===== src/hw/rtl/mpw_addmod.sv =====
// ----------------------------------------------------------------------------
// mpw_addmod
// Shared modular adder: (a + b) mod n for a + b below 2n.
// ----------------------------------------------------------------------------
`default_nettype none

module mpw_addmod #(
    parameter int KW = 10,
    parameter int NW = 11
) (
    input  wire logic [KW-1:0] a,
    input  wire logic [NW-1:0] b,
    input  wire logic [NW-1:0] n,
    output logic      [KW-1:0] res
);

    logic [NW:0] sum;
    logic [NW:0] diff;

    assign sum  = (NW+1)'(a) + (NW+1)'(b);
    assign diff = sum - (NW+1)'(n);

    // The result is always below n, so it fits the index width.
    assign res = (sum >= (NW+1)'(n)) ? diff[KW-1:0] : sum[KW-1:0];

endmodule

`default_nettype wire


===== config.mk =====
export PLATFORM = sky130hd
export DESIGN_NAME = mpw_addmod
export DESIGN_NICKNAME = d
export VERILOG_FILES = /design/src/hw/rtl/mpw_addmod.sv
export SDC_FILE = /design/constraint.sdc
export NUM_CORES = 1
export LEC_CHECK = 0
export BUFFER_PORTS_ARGS = -buffer_cell sky130_fd_sc_hd__clkbuf_2
export CAP_MARGIN = 40
export CORE_MARGIN = 5
export CORE_UTILIZATION = 53
export DETAILED_ROUTE_END_ITERATION = 8
export PLACE_DENSITY = 0.93
export SLEW_MARGIN = 20
export SYNTH_ARGS = -nofsm -noshare
export SYNTH_HDL_FRONTEND = slang
export SYNTH_SLANG_ARGS = --single-unit

===== constraint.sdc =====
create_clock -name vclk -period 3.2
set_input_delay 0.16 -clock vclk [all_inputs]
set_output_delay 0.16 -clock vclk [all_outputs]
set_load 0.01 [all_outputs]

**Word level (Yosys, flattened, before mapping)**

Index checks and enable logic that the tools add are counted.

- Output and inout bits: 10
- Word-level logic and storage cells: 4
- Input bits: 32
- Flip-flop bits (word level): 0

- Order comparisons: 1
- Add/subtract/negate cells: 2
- Mux-type cells: 1

Operators with widths:

| cell | count |
|---|---|
| 10-bit by 11-bit adder with 12-bit output | 1 |
| 12-bit by 11-bit greater-or-equal comparator with 1-bit output | 1 |
| 10-bit 2-to-1 mux | 1 |
| 10-bit subtractor | 1 |

**Longest topological paths before layout**

- Depth in word-level cells: 3
- Mapped depth: 16
- Depth with buffers taken out: 15

**Worst setup path after synthesis**

Ideal clock, no wire load.

- Path type: input to output
- Start point: in a[0]
- End point: out res[1]
- Path buffers: 1
- Slack: 0.241 ns
- Cell stages on the path: 16
- Data required time: 3.040 ns
- Arrival time: 2.799 ns
- Cell sequence: ha_1 > inv_1 > fa_1 > nand2b_1 > a21oi_1 > o21ai_1 > nor2b_1 > xnor2_1 > ha_1 > and3_1 > nand2_1 > a21oi_1 > o2111ai_1 > and3_1 > buf_6 > mux2_4

- Longest elaborated chain between the ends: 3
- Elaborated cells between the ends (all ways): 4
- Classes of those cells: add/sub: 2; order compare: 1; mux: 1

RTL lines:

| item | line | source |
|---|---|---|
| start, declared | 11 | `input wire logic [KW-1:0] a,` |
| 10-bit by 11-bit adder with 12-bit output (*) | 20 | `assign sum = (NW+1)'(a) + (NW+1)'(b);` |
| 10-bit subtractor / 12-bit by 11-bit greater-or-equal comparator with 1-bit output (equally long branches) | 21, 24 |  |
| 10-bit 2-to-1 mux (*) | 24 | `assign res = (sum >= (NW+1)'(n)) ? diff[KW-1:0] : sum[KW-1:0];` |
| end, declared | 14 | `output logic [KW-1:0] res` |

Every way passes the cells marked *; elsewhere a longest branch is shown, timed or not.

**Final worst setup path**

- Start point: in a[0]
- End point: out res[6]

Same word-level chain as after synthesis.

==> impl_metrics.prom <==
# TYPE chip_impl_metric gauge
chip_impl_metric{name="p_sw_share",unit="%"} 48.4
chip_impl_metric{name="area_growth",unit="%"} 64.0
chip_impl_metric{name="cellInternalPower",unit="mW"} 0.456
chip_impl_info{name="run_status",value="complete, but fails checks"} 1
chip_impl_metric{name="synth.avg_cell_area",unit="µm²"} 7.58
chip_impl_metric{name="die_width",unit="µm"} 56.0
chip_impl_metric{name="congestion_overflow_gr",unit=""} 0
chip_impl_metric{name="synth_sequential_area_ratio",unit="%"} 0
chip_impl_info{name="grt.busiest_layer",value="met2"} 1
chip_impl_info{name="rsz0062_at_grt",value="true"} 1
chip_impl_metric{name="drv.max_cap_violation_count",unit=""} 0
chip_impl_metric{name="antenna_found_initial",unit=""} 0
chip_impl_metric{name="dieArea",unit="µm²"} 3140
chip_impl_metric{name="clockPowerShare",unit="%"} 0
chip_impl_info{name="critical_path_class",value="input port to primary output"} 1
chip_impl_metric{name="worst_slew_pin_slew",unit="ps"} 429
chip_impl_metric{name="detail_route.iter0.violations",unit=""} 125
chip_impl_metric{name="preCtsSetupSlack",unit="ps"} -177
chip_impl_metric{name="grt_first_pass_wirelength",unit="µm"} 6400
chip_impl_metric{name="grt_util_met2",unit="%"} 45.1
chip_impl_metric{name="post_synthesis_cell_type_count",unit=""} 33
chip_impl_metric{name="detailedRoute.firstPassIterationCount",unit=""} 5
chip_impl_metric{name="totalNegativeSetupSlack",unit="ps"} -1880
chip_impl_metric{name="ys_warn_count",unit=""} 0
chip_impl_metric{name="comb_power_share",unit="%"} 100.0
chip_impl_metric{name="max-vdd-ir-drop",unit="µV"} 314
chip_impl_metric{name="start_util",unit="%"} 56.6
chip_impl_metric{name="core_region_area",unit="µm²"} 1980
chip_impl_metric{name="drt_drc_violations_left",unit=""} 0
chip_impl_metric{name="drive_gt1_share",unit="%"} 50.0
chip_impl_metric{name="flip_flop_and_latch_area",unit="µm²"} 0
chip_impl_metric{name="layout_min_cycle_time",unit="ps"} 3430
chip_impl_info{name="worstSetupEndpointType",value="primary output"} 1
chip_impl_metric{name="io_buffer_count",unit=""} 42
chip_impl_metric{name="grt_use_met3",unit="%"} 3.25
chip_impl_metric{name="slew_violations",unit=""} 0
chip_impl_metric{name="number_of_global_route_vias_before_repair",unit=""} 1478
chip_impl_metric{name="sequential_cell_total",unit=""} 0
chip_impl_metric{name="power_density",unit="nW/µm²"} 481
chip_impl_metric{name="syn_inst",unit=""} 148
chip_impl_metric{name="cp_data_arrival_time",unit="ps"} 3270
chip_impl_metric{name="hold_buffers",unit=""} 0
chip_impl_metric{name="total_power",unit="mW"} 0.885
chip_impl_metric{name="gr-usage-all-layers",unit="%"} 24.3
chip_impl_metric{name="final_layout_clock_buffer_total",unit=""} 0
chip_impl_metric{name="viasPerCell",unit=""} 6.87
chip_impl_metric{name="dp_hpwl",unit="µm"} 2760
chip_impl_metric{name="grt_max_degree",unit=""} 7
chip_impl_metric{name="sequentialPowerShare",unit="%"} 0
chip_impl_metric{name="gpl.final_weighted_congestion",unit=""} 0.863
chip_impl_metric{name="die_h",unit="µm"} 56.0
chip_impl_metric{name="power_leakage",unit="nW"} 0.911
chip_impl_metric{name="route.antenna.remaining_nets",unit=""} 0
chip_impl_info{name="hold_path_class",value="input port to primary output"} 1
chip_impl_info{name="violations",value="negative setup slack"} 1
chip_impl_metric{name="critical_path_required",unit="ps"} 3040
chip_impl_metric{name="worst_hold_slack",unit="ps"} 762
chip_impl_metric{name="critPathMaxFanout",unit=""} 5
chip_impl_metric{name="fin_crit_sh",unit="%"} 107
chip_impl_metric{name="worst_slack",unit="ps"} -235
chip_impl_metric{name="floorplan.rows",unit=""} 16
chip_impl_metric{name="report.final.setup_viol",unit=""} 10
chip_impl_info{name="start_kind",value="input port"} 1
chip_impl_metric{name="timing.slew.headroom",unit="%"} 71.2
chip_impl_metric{name="n_antenna_cell",unit=""} 0
chip_impl_metric{name="fmax",unit="GHz"} 0.291
chip_impl_metric{name="floorplan.io_pins",unit=""} 42
chip_impl_metric{name="switch_pwr",unit="mW"} 0.428
chip_impl_metric{name="synth.cell_area",unit="µm²"} 1120
chip_impl_metric{name="synth.net_count",unit=""} 203
chip_impl_metric{name="met1_usage_in_global_routing",unit="%"} 26.1
chip_impl_metric{name="vias",unit=""} 1614
chip_impl_metric{name="finalNetCount",unit=""} 265
chip_impl_metric{name="final_core_utilization",unit="%"} 92.9
chip_impl_metric{name="wire_per_inst",unit="µm"} 24.8
chip_impl_metric{name="routed_wl",unit="µm"} 5840
chip_impl_metric{name="finalHoldViolCount",unit=""} 0
## final timing paths
path	slack, ps	to	cells past startpoint	startpoint
setup / recovery	-230	res[6]	17	a[0]
hold / removal	760	res[0]	4	n[0]
## cell usage after synthesis, types with 2 or more instances
master / count / area share [%]
a2111o_1: 2 / 2.0
a21o_1: 4 / 2.7
a21oi_1: 18 / 8.0
a31oi_1: 3 / 1.7
and2_1: 2 / 1.1
and3_1: 2 / 1.1
fa_1: 2 / 3.6
ha_1: 21 / 23
inv_1: 25 / 8.4
mux2_4: 8 / 11
mux2i_1: 2 / 1.8
nand2_1: 6 / 2.0
nand2b_1: 3 / 1.7
nand3_1: 4 / 1.8
nand4_1: 2 / 1.1
nor2_1: 2 / 0.67
nor2b_1: 4 / 2.2
nor3_1: 3 / 1.3
o2111ai_1: 2 / 1.6
o21a_1: 2 / 1.3
o21ai_0: 3 / 1.3
o21ai_1: 3 / 1.3
o31ai_1: 2 / 1.3
or2_2: 2 / 1.1
xnor2_1: 11 / 8.6
xor2_1: 3 / 2.3
## logic make-up (layout without fill, tap and decap cells)
| group | after synthesis | count (layout) | share of synthesized area (%) |
|---|---|---|---|
| AOI/OAI and AO/OA | 43 | 43 | 24.7 |
| xor gates and xnor gates | 14 | 14 | 10.9 |
| adders and majority gates | 23 | 23 | 27.0 |
| buffers and inverters | 26 | 86 | 9.36 |
| muxes | 10 | 10 | 12.5 |
| and+or+nand+nor | 32 | 32 | 15.5 |
## layout by cell type, fill, tap and decap left out, types with 3 or more instances in the layout
master / Yosys / routed
inv_1: 25 / 24
a21oi_1: 18 / 13
buf_4: 0 / 16
xnor2_2: 0 / 3
clkbuf_2: 0 / 33
ha_4: 0 / 9
xnor2_1: 11 / 8
nor2b_1: 4 / 3
nand3_1: 4 / 4
nand2_1: 6 / 4
buf_6: 1 / 9
a21o_1: 4 / 4
a21oi_2: 1 / 4
mux2_4: 8 / 8
ha_1: 21 / 11
nor3_1: 3 / 3
## cell type report
cell class | count | area, µm²
multi-input cells | 122 | 1280
well taps | 27 | 33.8
repair buffers | 61 | 437
fillers | 69 | 141
inverters | 25 | 93.8
## power by group through the flow
| stage | clock, mW | sequential, mW | combinational [mW] |
|---|---|---|---|
| floorplan | 0 | 0 | 0.422 |
| global placement | 0 | 0 | 0.571 |
| detailed placement | 0 | 0 | 0.601 |
| CTS | 0 | 0 | 0.673 |
| global route | 0 | 0 | 0.919 |
| finish | 0 | 0 | 0.885 |
## repair_timing
item                       CTS  global route
gates cloned                 1             0
setup endpoints to repair   10            10
resized for setup           13            51
buffers inserted             5             6
pin swaps                    8            14
## worst max-delay path, cell delays in order
cell	delay [ps]
buf_8	70
ha_4	130
inv_2	40
fa_2	340
nand2b_4	180
a21oi_4	180
o21ai_2	100
nor2b_4	140
xnor2_2	140
ha_1	270
a21oi_1	200
o21ai_1	150
o2111ai_1	290
and3_4	270
buf_6	150
mux2_4	320
buf_6	120
## through the flow
step | cells | cell area [µm²]
3_3_place_gp | 225 | 1440
5_1_grt | 235 | 1840
6_report | 235 | 1840
3_5_place_dp | 225 | 1440
2_1_floorplan | 148 | 1120
4_1_cts | 231 | 1570
## layer usage
metal | vias up | share of wire, %
met5 | - | 0
met4 | 0 | 8.9
met3 | 58 | 9.0
met2 | 154 | 47
met1 | 757 | 35
li1 | 645 | -
Power figures use the tool's default switching activity.
