**config.mk**
```make
export PLATFORM = sky130hd
export DESIGN_NAME = mpw_mac
export DESIGN_NICKNAME = d
export VERILOG_FILES = /design/src/hw/rtl/mpw_pkg.sv /design/src/hw/rtl/mpw_mac.sv
export SDC_FILE = /design/constraint.sdc
export NUM_CORES = 2
export LEC_CHECK = 0
export ABC_AREA = 1
export BUFFER_PORTS_ARGS = -buffer_cell sky130_fd_sc_hd__buf_2
export CAP_MARGIN = 20
export CORE_MARGIN = 4
export CORE_UTILIZATION = 60
export CTS_BUF_LIST = sky130_fd_sc_hd__clkbuf_4 sky130_fd_sc_hd__clkbuf_8 sky130_fd_sc_hd__clkbuf_16
export CTS_CLUSTER_DIAMETER = 40
export CTS_CLUSTER_SIZE = 30
export DETAILED_ROUTE_END_ITERATION = 8
export GPL_TIMING_DRIVEN = 0
export MAX_ROUTING_LAYER = met4
export PLACE_DENSITY = 0.8
export SETUP_SLACK_MARGIN = 0.02
export SLEW_MARGIN = 20
export SYNTH_ARGS = -nofsm -noshare
export SYNTH_HDL_FRONTEND = slang
export SYNTH_SLANG_ARGS = --single-unit
export TNS_END_PERCENT = 30
```
**constraint.sdc**
```tcl
create_clock -name clk -period 2.2 [get_ports clk]
set_input_delay 0.44 -clock clk [delete_from_list [all_inputs] [get_ports clk]]
set_output_delay 0.44 -clock clk [all_outputs]
set_load 0.1 [all_outputs]
```
**src/hw/rtl/mpw_pkg.sv**
```systemverilog
// ----------------------------------------------------------------------------
// mpw_pkg
// Shared types and constants for the MODWT forward pyramid step.
// ----------------------------------------------------------------------------
`default_nettype none

package mpw_pkg;

    // Fixed field widths.
    localparam int COEF_W    = 16;
    localparam int COEF_FRAC = 15;
    localparam int POS_W     = 10;
    localparam int REQ_W     = 2;
    localparam int SLEN_W    = 11;
    localparam int LVL_W     = 4;
    localparam int TAPC_W    = 5;
    localparam int APB_AW    = 4;
    localparam int APB_DW    = 32;
    localparam int CNT_W     = 4;

    // Request codes.
    localparam logic [REQ_W-1:0] REQ_COEF    = 2'd0;
    localparam logic [REQ_W-1:0] REQ_SAMPLE  = 2'd1;
    localparam logic [REQ_W-1:0] REQ_COMPUTE = 2'd2;

    // Register indexes (word address bits of paddr).
    localparam logic [1:0] CFG_SERIES = 2'd0;
    localparam logic [1:0] CFG_LEVEL  = 2'd1;
    localparam logic [1:0] CFG_TAPS   = 2'd2;

    // Register reset values.
    localparam logic [SLEN_W-1:0] SLEN_RST = 11'd1024;
    localparam logic [LVL_W-1:0]  LVL_RST  = 4'd1;
    localparam logic [TAPC_W-1:0] TAPC_RST = 5'd2;

    typedef enum logic [6:0] {
        ST_IDLE  = 7'b0000001,
        ST_STEP  = 7'b0000010,
        ST_POS   = 7'b0000100,
        ST_NEG   = 7'b0001000,
        ST_WALK  = 7'b0010000,
        ST_DRAIN = 7'b0100000,
        ST_ROUND = 7'b1000000
    } state_t;

    typedef struct packed {
        logic clear;
        logic issue;
    } mac_ctrl_t;

endpackage

`default_nettype wire

```
**src/hw/rtl/mpw_mac.sv**
```systemverilog
// ----------------------------------------------------------------------------
// mpw_mac
// Dual multiply-accumulate with round-half-up and saturation.
// ----------------------------------------------------------------------------
`default_nettype none

module mpw_mac #(
    parameter int SAMPLE_WIDTH = 16,
    parameter int MAX_TAPS     = 16
) (
    input  wire logic                              clk,
    input  wire logic                              rst_n,
    input  wire mpw_pkg::mac_ctrl_t                ctrl,
    input  wire logic signed [SAMPLE_WIDTH-1:0]    smp,
    input  wire logic signed [mpw_pkg::COEF_W-1:0] g,
    input  wire logic signed [mpw_pkg::COEF_W-1:0] h,
    output logic                                   busy,
    output logic signed [SAMPLE_WIDTH-1:0]         v_out,
    output logic signed [SAMPLE_WIDTH-1:0]         w_out,
    output logic                                   sat
);

    import mpw_pkg::*;

    localparam int PW    = SAMPLE_WIDTH + COEF_W;
    localparam int ACC_W = PW + $clog2(MAX_TAPS);
    localparam int RW    = ACC_W + 1 - COEF_FRAC;
    localparam logic signed [ACC_W:0] HALF = (ACC_W+1)'(1) << (COEF_FRAC - 1);

    logic                    rd_vld_reg;
    logic                    rd_vld_next;
    logic                    prod_vld_reg;
    logic                    prod_vld_next;
    logic signed [PW-1:0]    pv_reg;
    logic signed [PW-1:0]    pw_reg;
    logic signed [ACC_W-1:0] accv_reg;
    logic signed [ACC_W-1:0] accv_next;
    logic signed [ACC_W-1:0] accw_reg;
    logic signed [ACC_W-1:0] accw_next;
    logic                    sat_v;
    logic                    sat_w;

    // Returns the saturation flag above the rounded, clipped value.
    function automatic logic [SAMPLE_WIDTH:0] round_sat(input logic signed [ACC_W-1:0] acc);
        logic signed [ACC_W:0] q;
        logic [RW-1:0]         r;
        logic                  fits;
        logic [SAMPLE_WIDTH-1:0] val;
        q    = {acc[ACC_W-1], acc} + HALF;
        r    = q[ACC_W:COEF_FRAC];
        fits = (&r[RW-1:SAMPLE_WIDTH-1]) | ~(|r[RW-1:SAMPLE_WIDTH-1]);
        val  = fits ? r[SAMPLE_WIDTH-1:0] : {r[RW-1], {(SAMPLE_WIDTH-1){~r[RW-1]}}};
        return {~fits, val};
    endfunction

    assign rd_vld_next   = ctrl.issue;
    assign prod_vld_next = rd_vld_reg;

    always_comb
    begin
        accv_next = accv_reg;
        accw_next = accw_reg;
        if (ctrl.clear)
        begin
            accv_next = '0;
            accw_next = '0;
        end
        else if (prod_vld_reg)
        begin
            accv_next = accv_reg + ACC_W'(pv_reg);
            accw_next = accw_reg + ACC_W'(pw_reg);
        end
    end

    always_ff @(posedge clk or negedge rst_n)
    begin
        if (!rst_n)
        begin
            rd_vld_reg   <= 1'b0;
            prod_vld_reg <= 1'b0;
        end
        else
        begin
            rd_vld_reg   <= rd_vld_next;
            prod_vld_reg <= prod_vld_next;
        end
    end

    always_ff @(posedge clk)
    begin
        pv_reg   <= PW'(g) * PW'(smp);
        pw_reg   <= PW'(h) * PW'(smp);
        accv_reg <= accv_next;
        accw_reg <= accw_next;
    end

    assign busy = rd_vld_reg | prod_vld_reg;
    assign {sat_v, v_out} = round_sat(accv_reg);
    assign {sat_w, w_out} = round_sat(accw_reg);
    assign sat = sat_v | sat_w;

endmodule

`default_nettype wire

```
[Word level (Yosys, flattened, before mapping)]
Index checks and enable logic that the tools add are counted.
Storage, ports and cells
  bits in registers: 138
  output and inout bits: 34
  word-level logic and storage cells: 28
Cells by class
  add/subtract/negate cells: 4
  $mul: 2
  muxes and demuxes: 2
  bitwise operators: 10
  reductions and logical operators: 4
Operator list (count)
  36-bit by 16-bit adder with 37-bit output (second input constant): 2
  36-bit by 32-bit adder with 36-bit output: 2
  16-bit by 16-bit multiplier with 32-bit output: 2
  16-bit 2-to-1 mux: 2
  7-bit AND reduction: 2
  7-bit OR reduction: 2
  1-bit NOT: 6
  1-bit OR: 4

[Longest topological paths before layout]
  word-level depth: 6
  gate-level depth with buffers: 25

[Worst setup path before layout]
Ideal clock, no wire load.
  path type: in2reg
  from: in g[15] in the netlist's numbering
  to: reg pv_reg[31]
  library setup time: 0.112 ns
  arrival: 5.518 ns
  setup slack: -3.430 ns
  stages: 20
  buffers on the path: 1
  path through: clkbuf_1 > nand2_1 > fa_1 > inv_1 > fa_1 > fa_1 > fa_1 > fa_1 > inv_1 > fa_1 > inv_1 > ha_1 > a21oi_1 > o21ai_0 > a21oi_1 > nor2_1 > or2_2 > a21oi_1 > nand2b_1 > nand2_1
On the way
  longest elaborated chain between the ends: 1
RTL lines
  start: declaration: line mpw_mac.sv:15  | input wire logic signed [mpw_pkg::COEF_W-1:0] g,
  16-bit by 16-bit multiplier with 32-bit output: line mpw_mac.sv:91  | pv_reg <= PW'(g) * PW'(smp);
  end signal: assignment: line mpw_mac.sv:91
  end: declaration: line mpw_mac.sv:34  | logic signed [PW-1:0] pv_reg;
No other way between the ends.
A chain may end at the register's enable or synchronous reset.

[Worst setup path in the final report]
  from: in smp[15]
  to: reg pw_reg[29]
On the way
  longest elaborated chain between the ends: 1
RTL lines
  start: declaration: line mpw_mac.sv:14  | input wire logic signed [SAMPLE_WIDTH-1:0] smp,
  16-bit by 16-bit multiplier with 32-bit output: line mpw_mac.sv:92  | pw_reg <= PW'(h) * PW'(smp);
  end signal: assignment: line mpw_mac.sv:92
  end: declaration: line mpw_mac.sv:35  | logic signed [PW-1:0] pw_reg;
No other way between the ends.

==> flow_summary.ini <==
[sta]
rsz0062_at_grt = yes
max-slew-margin-rel_pct = 36.4
layout_min_cycle_time_ns = 5.47
worstMarginPinSlew_ns = 0.955
post-route-period-util_pct = 249
skew_ns = 0.00929
finalMaxSlewViolations = 0
setup_violations = 124
hold_viol_final = 0
postLayoutSetupSlackWorst_ns = -3.27
max_clock_freq_mhz = 183

[die]
initial_core_util_pct = 60.6
die_area_sq_um = 55600
io_pins = 86
design.core.area_sq_um = 51400
num_rows = 83
fp.dieH_um = 236
dieWidth_um = 236

[yosys]
netlist.area_leader.share_pct = 33.8
synth_compound_area_share_pct = 6.29
synth_edf_count = 0
synth-main-ff-cell = dfxtp_1
synth-xor-area-share_pct = 3.82
synth_top_family_by_area = adder cells
yosys_warnings = 0
synthTopCellsByArea = fa_1 34%, inv_1 13%, nand2_1 13%
ys_seq_area_share_pct = 8.90
async_flop_share_pct = 1.45
netlist_instances = 4322
synth_top_cell_by_area = fa_1
synth_fp_nets = 5136
synth_area_sq_um = 31200
synth-seq-cells = 138
synth_mux_area_share_pct = 0
synthAdderAreaFrac_pct = 43.3
synth-simple-area-share_pct = 22.6
yosysUniqueCellTypes = 52
syn_area_per_cell_sq_um = 7.21

[run_status]
violations = setup timing
status = finished, violations left

[run]
maxCapViolations = 0

[drt]
routed_wl_um = 118000
drc = 0
dr.pass1.iters = 8
viasPerCell = 5.80
ant_nets = 0
wire_per_inst_um = 22.1
vias = 31000
drtIter0Drc = 3515

[worst_setup_path]
critPathKind = in2reg
worstPathRequired_ns = 2.56
arrival_ns = 5.83
worstSetupStartpointType = primary input
cp-end-kind = flip-flop
worstPathMaxFanout = 6

[cells_and_area]
fill_cells = 3369
area_delta_synth_final_pct = 27.2
drive_above_1_share_pct = 23.6
nets = 5452
finish.utilization_pct = 77.1

[clocking]
cts_max_path_buffers = 2
htree_levels = 4
cts_tree = built
clk_pin_slew_ns = 0.06
clock_sinks = 138
cts-buffers-inserted = 17
clock_latency_ns = 0.45
cts_root_buf = clkbuf_16

[worst_hold_path]
hold_class = in2reg

[grt]
antenna_found_initial = 6
gr-total-overflow = 0
grt_pass1_vias = 30100
grtUsageTotal_pct = 37.7
grt_max_degree = 17
grt_pass1_wl_um = 162000

[placement]
port-buffer-count = 62
dp_slack_ns = -4.03
gp_congestion = 1.02
dp.final_hpwl_um = 76400
-- per-layer routing --
layer  vias to the layer above  GRT usage [%]  wire length, um
met5                         -              -                0
met4                         0           19.9            10800
met3                       861           8.38            13200
met2                      2271           58.9            52700
met1                     14500           46.1            41000
li1                      13400              -                -
-- logic make-up (layout without fill, tap and decap cells) --
kind of cell | after synthesis | after routing
AO/OA/AOI/OAI | 355 | 355
XOR/XNOR | 134 | 134
adder cells (fa/ha/maj) | 762 | 762
buffers and inverters | 1238 | 1567
flip-flops | 138 | 138
other | 0 | 6
AND/OR/NAND/NOR | 1695 | 1695
-- path summary, 6_finish.rpt --
check,depth (start not counted),to,slack [ns],start
setup / recovery,21,pw_reg[29]$_DFF_P_,-3.27,smp[15]
hold / removal,1,prod_vld_next$_DFF_PN0_,0.10,ctrl[0]
setup reg to reg,15,accw_reg[20]$_SDFFE_PP0P_,-0.60,accw_reg[0]$_SDFFE_PP0P_
hold reg to reg,0,prod_vld_reg$_DFF_PN0_,0.37,prod_vld_next$_DFF_PN0_
max in group asynchronous,2,prod_vld_next$_DFF_PN0_,1.80,rst_n
min in group asynchronous,2,prod_vld_reg$_DFF_PN0_,0.30,rst_n
-- critical path, cell delays in order --
cell and delay, ns:
buf_8 0.10, clkinv_8 0.06, clkbuf_16 0.18, or2_2 0.30
fa_1 0.49, inv_1 0.08, fa_2 0.54, inv_1 0.05
fa_1 0.50, inv_1 0.07, fa_1 0.53, fa_1 0.44
fa_1 0.50, ha_4 0.35, nand2_2 0.09, nor2_4 0.11
nand4_1 0.23, nor3_2 0.27, nand2_1 0.15, nand2_1 0.13
xor2_1 0.20
-- cell type report --
class	instances	area [sq um]	area share (%)
Timing Repair Buffer	298	2950	7.44
Antenna cell	6	15.0	0.0379
Inverter	1107	4190	10.6
Sequential cell	138	2810	7.10
Tap cell	680	851	2.15
Multi-Input combinational cell	2946	26300	66.3
Buffer	130	1930	4.87
Clock buffer	19	453	1.14
Clock inverter	13	158	0.398
-- synth_stat cells, drive strengths merged, types with 2 or more instances --
master,instances
nor4,11
nand4,33
nor2,341
xor2,101
ha,236
o21ai,119
a21boi,7
fa,526
inv,1106
nand2,1124
o21a,4
a31oi,5
dfrtp,2
o221ai,4
clkbuf,124
nand3,127
a21oi,168
dfxtp,136
buf,7
a21o,12
o211ai,5
o21bai,27
nand3b,3
nand2b,2
or2,16
nor3,35
xnor2,33
-- through the flow --
stage | instance area, sq um | instances | hold slack [ns] | setup TNS, ns
6_report | 39600 | 5337 | 0.101 | -182.62
5_1_grt | 39600 | 5335 | 0.0913 | -199.55
4_1_cts | 37500 | 5233 | 0.0893 | -169.27
3_5_place_dp | 33500 | 5064 | 0.229 | -216.69
3_3_place_gp | 33500 | 5064 | 0.225 | -213.29
2_1_floorplan | 32300 | 4322 | 0.144 | -194.89
-- cells in the final DEF (no fill, tap or decap), drive strengths merged, types with 5 or more instances in the layout --
cell and count:
a21boi 7, a21o 12, a21oi 168, a31oi 5, buf 336, clkbuf 110, dfxtp 136, diode 6
fa 526, ha 236, inv 1112, nand2 1124, nand3 127, nand4 33, nor2 341, nor3 35
nor4 11, o211ai 5, o21ai 119, o21bai 27, or2 16, xnor2 33, xor2 101
-- what timing repair did --
item / 4_1_cts / 5_1_grt
endpoints found under the setup margin: 129 / 146
buffers inserted: 135 / 108
hold buffers: 1 / 0
gates resized for setup: 588 / 448
gates cloned: 3 / 0
pin swaps: 219 / 279
hold endpoints to repair: 2 / 0
Power is not shown: default switching activity piles up to over one toggle a cycle in this logic, so the estimate is an artifact.
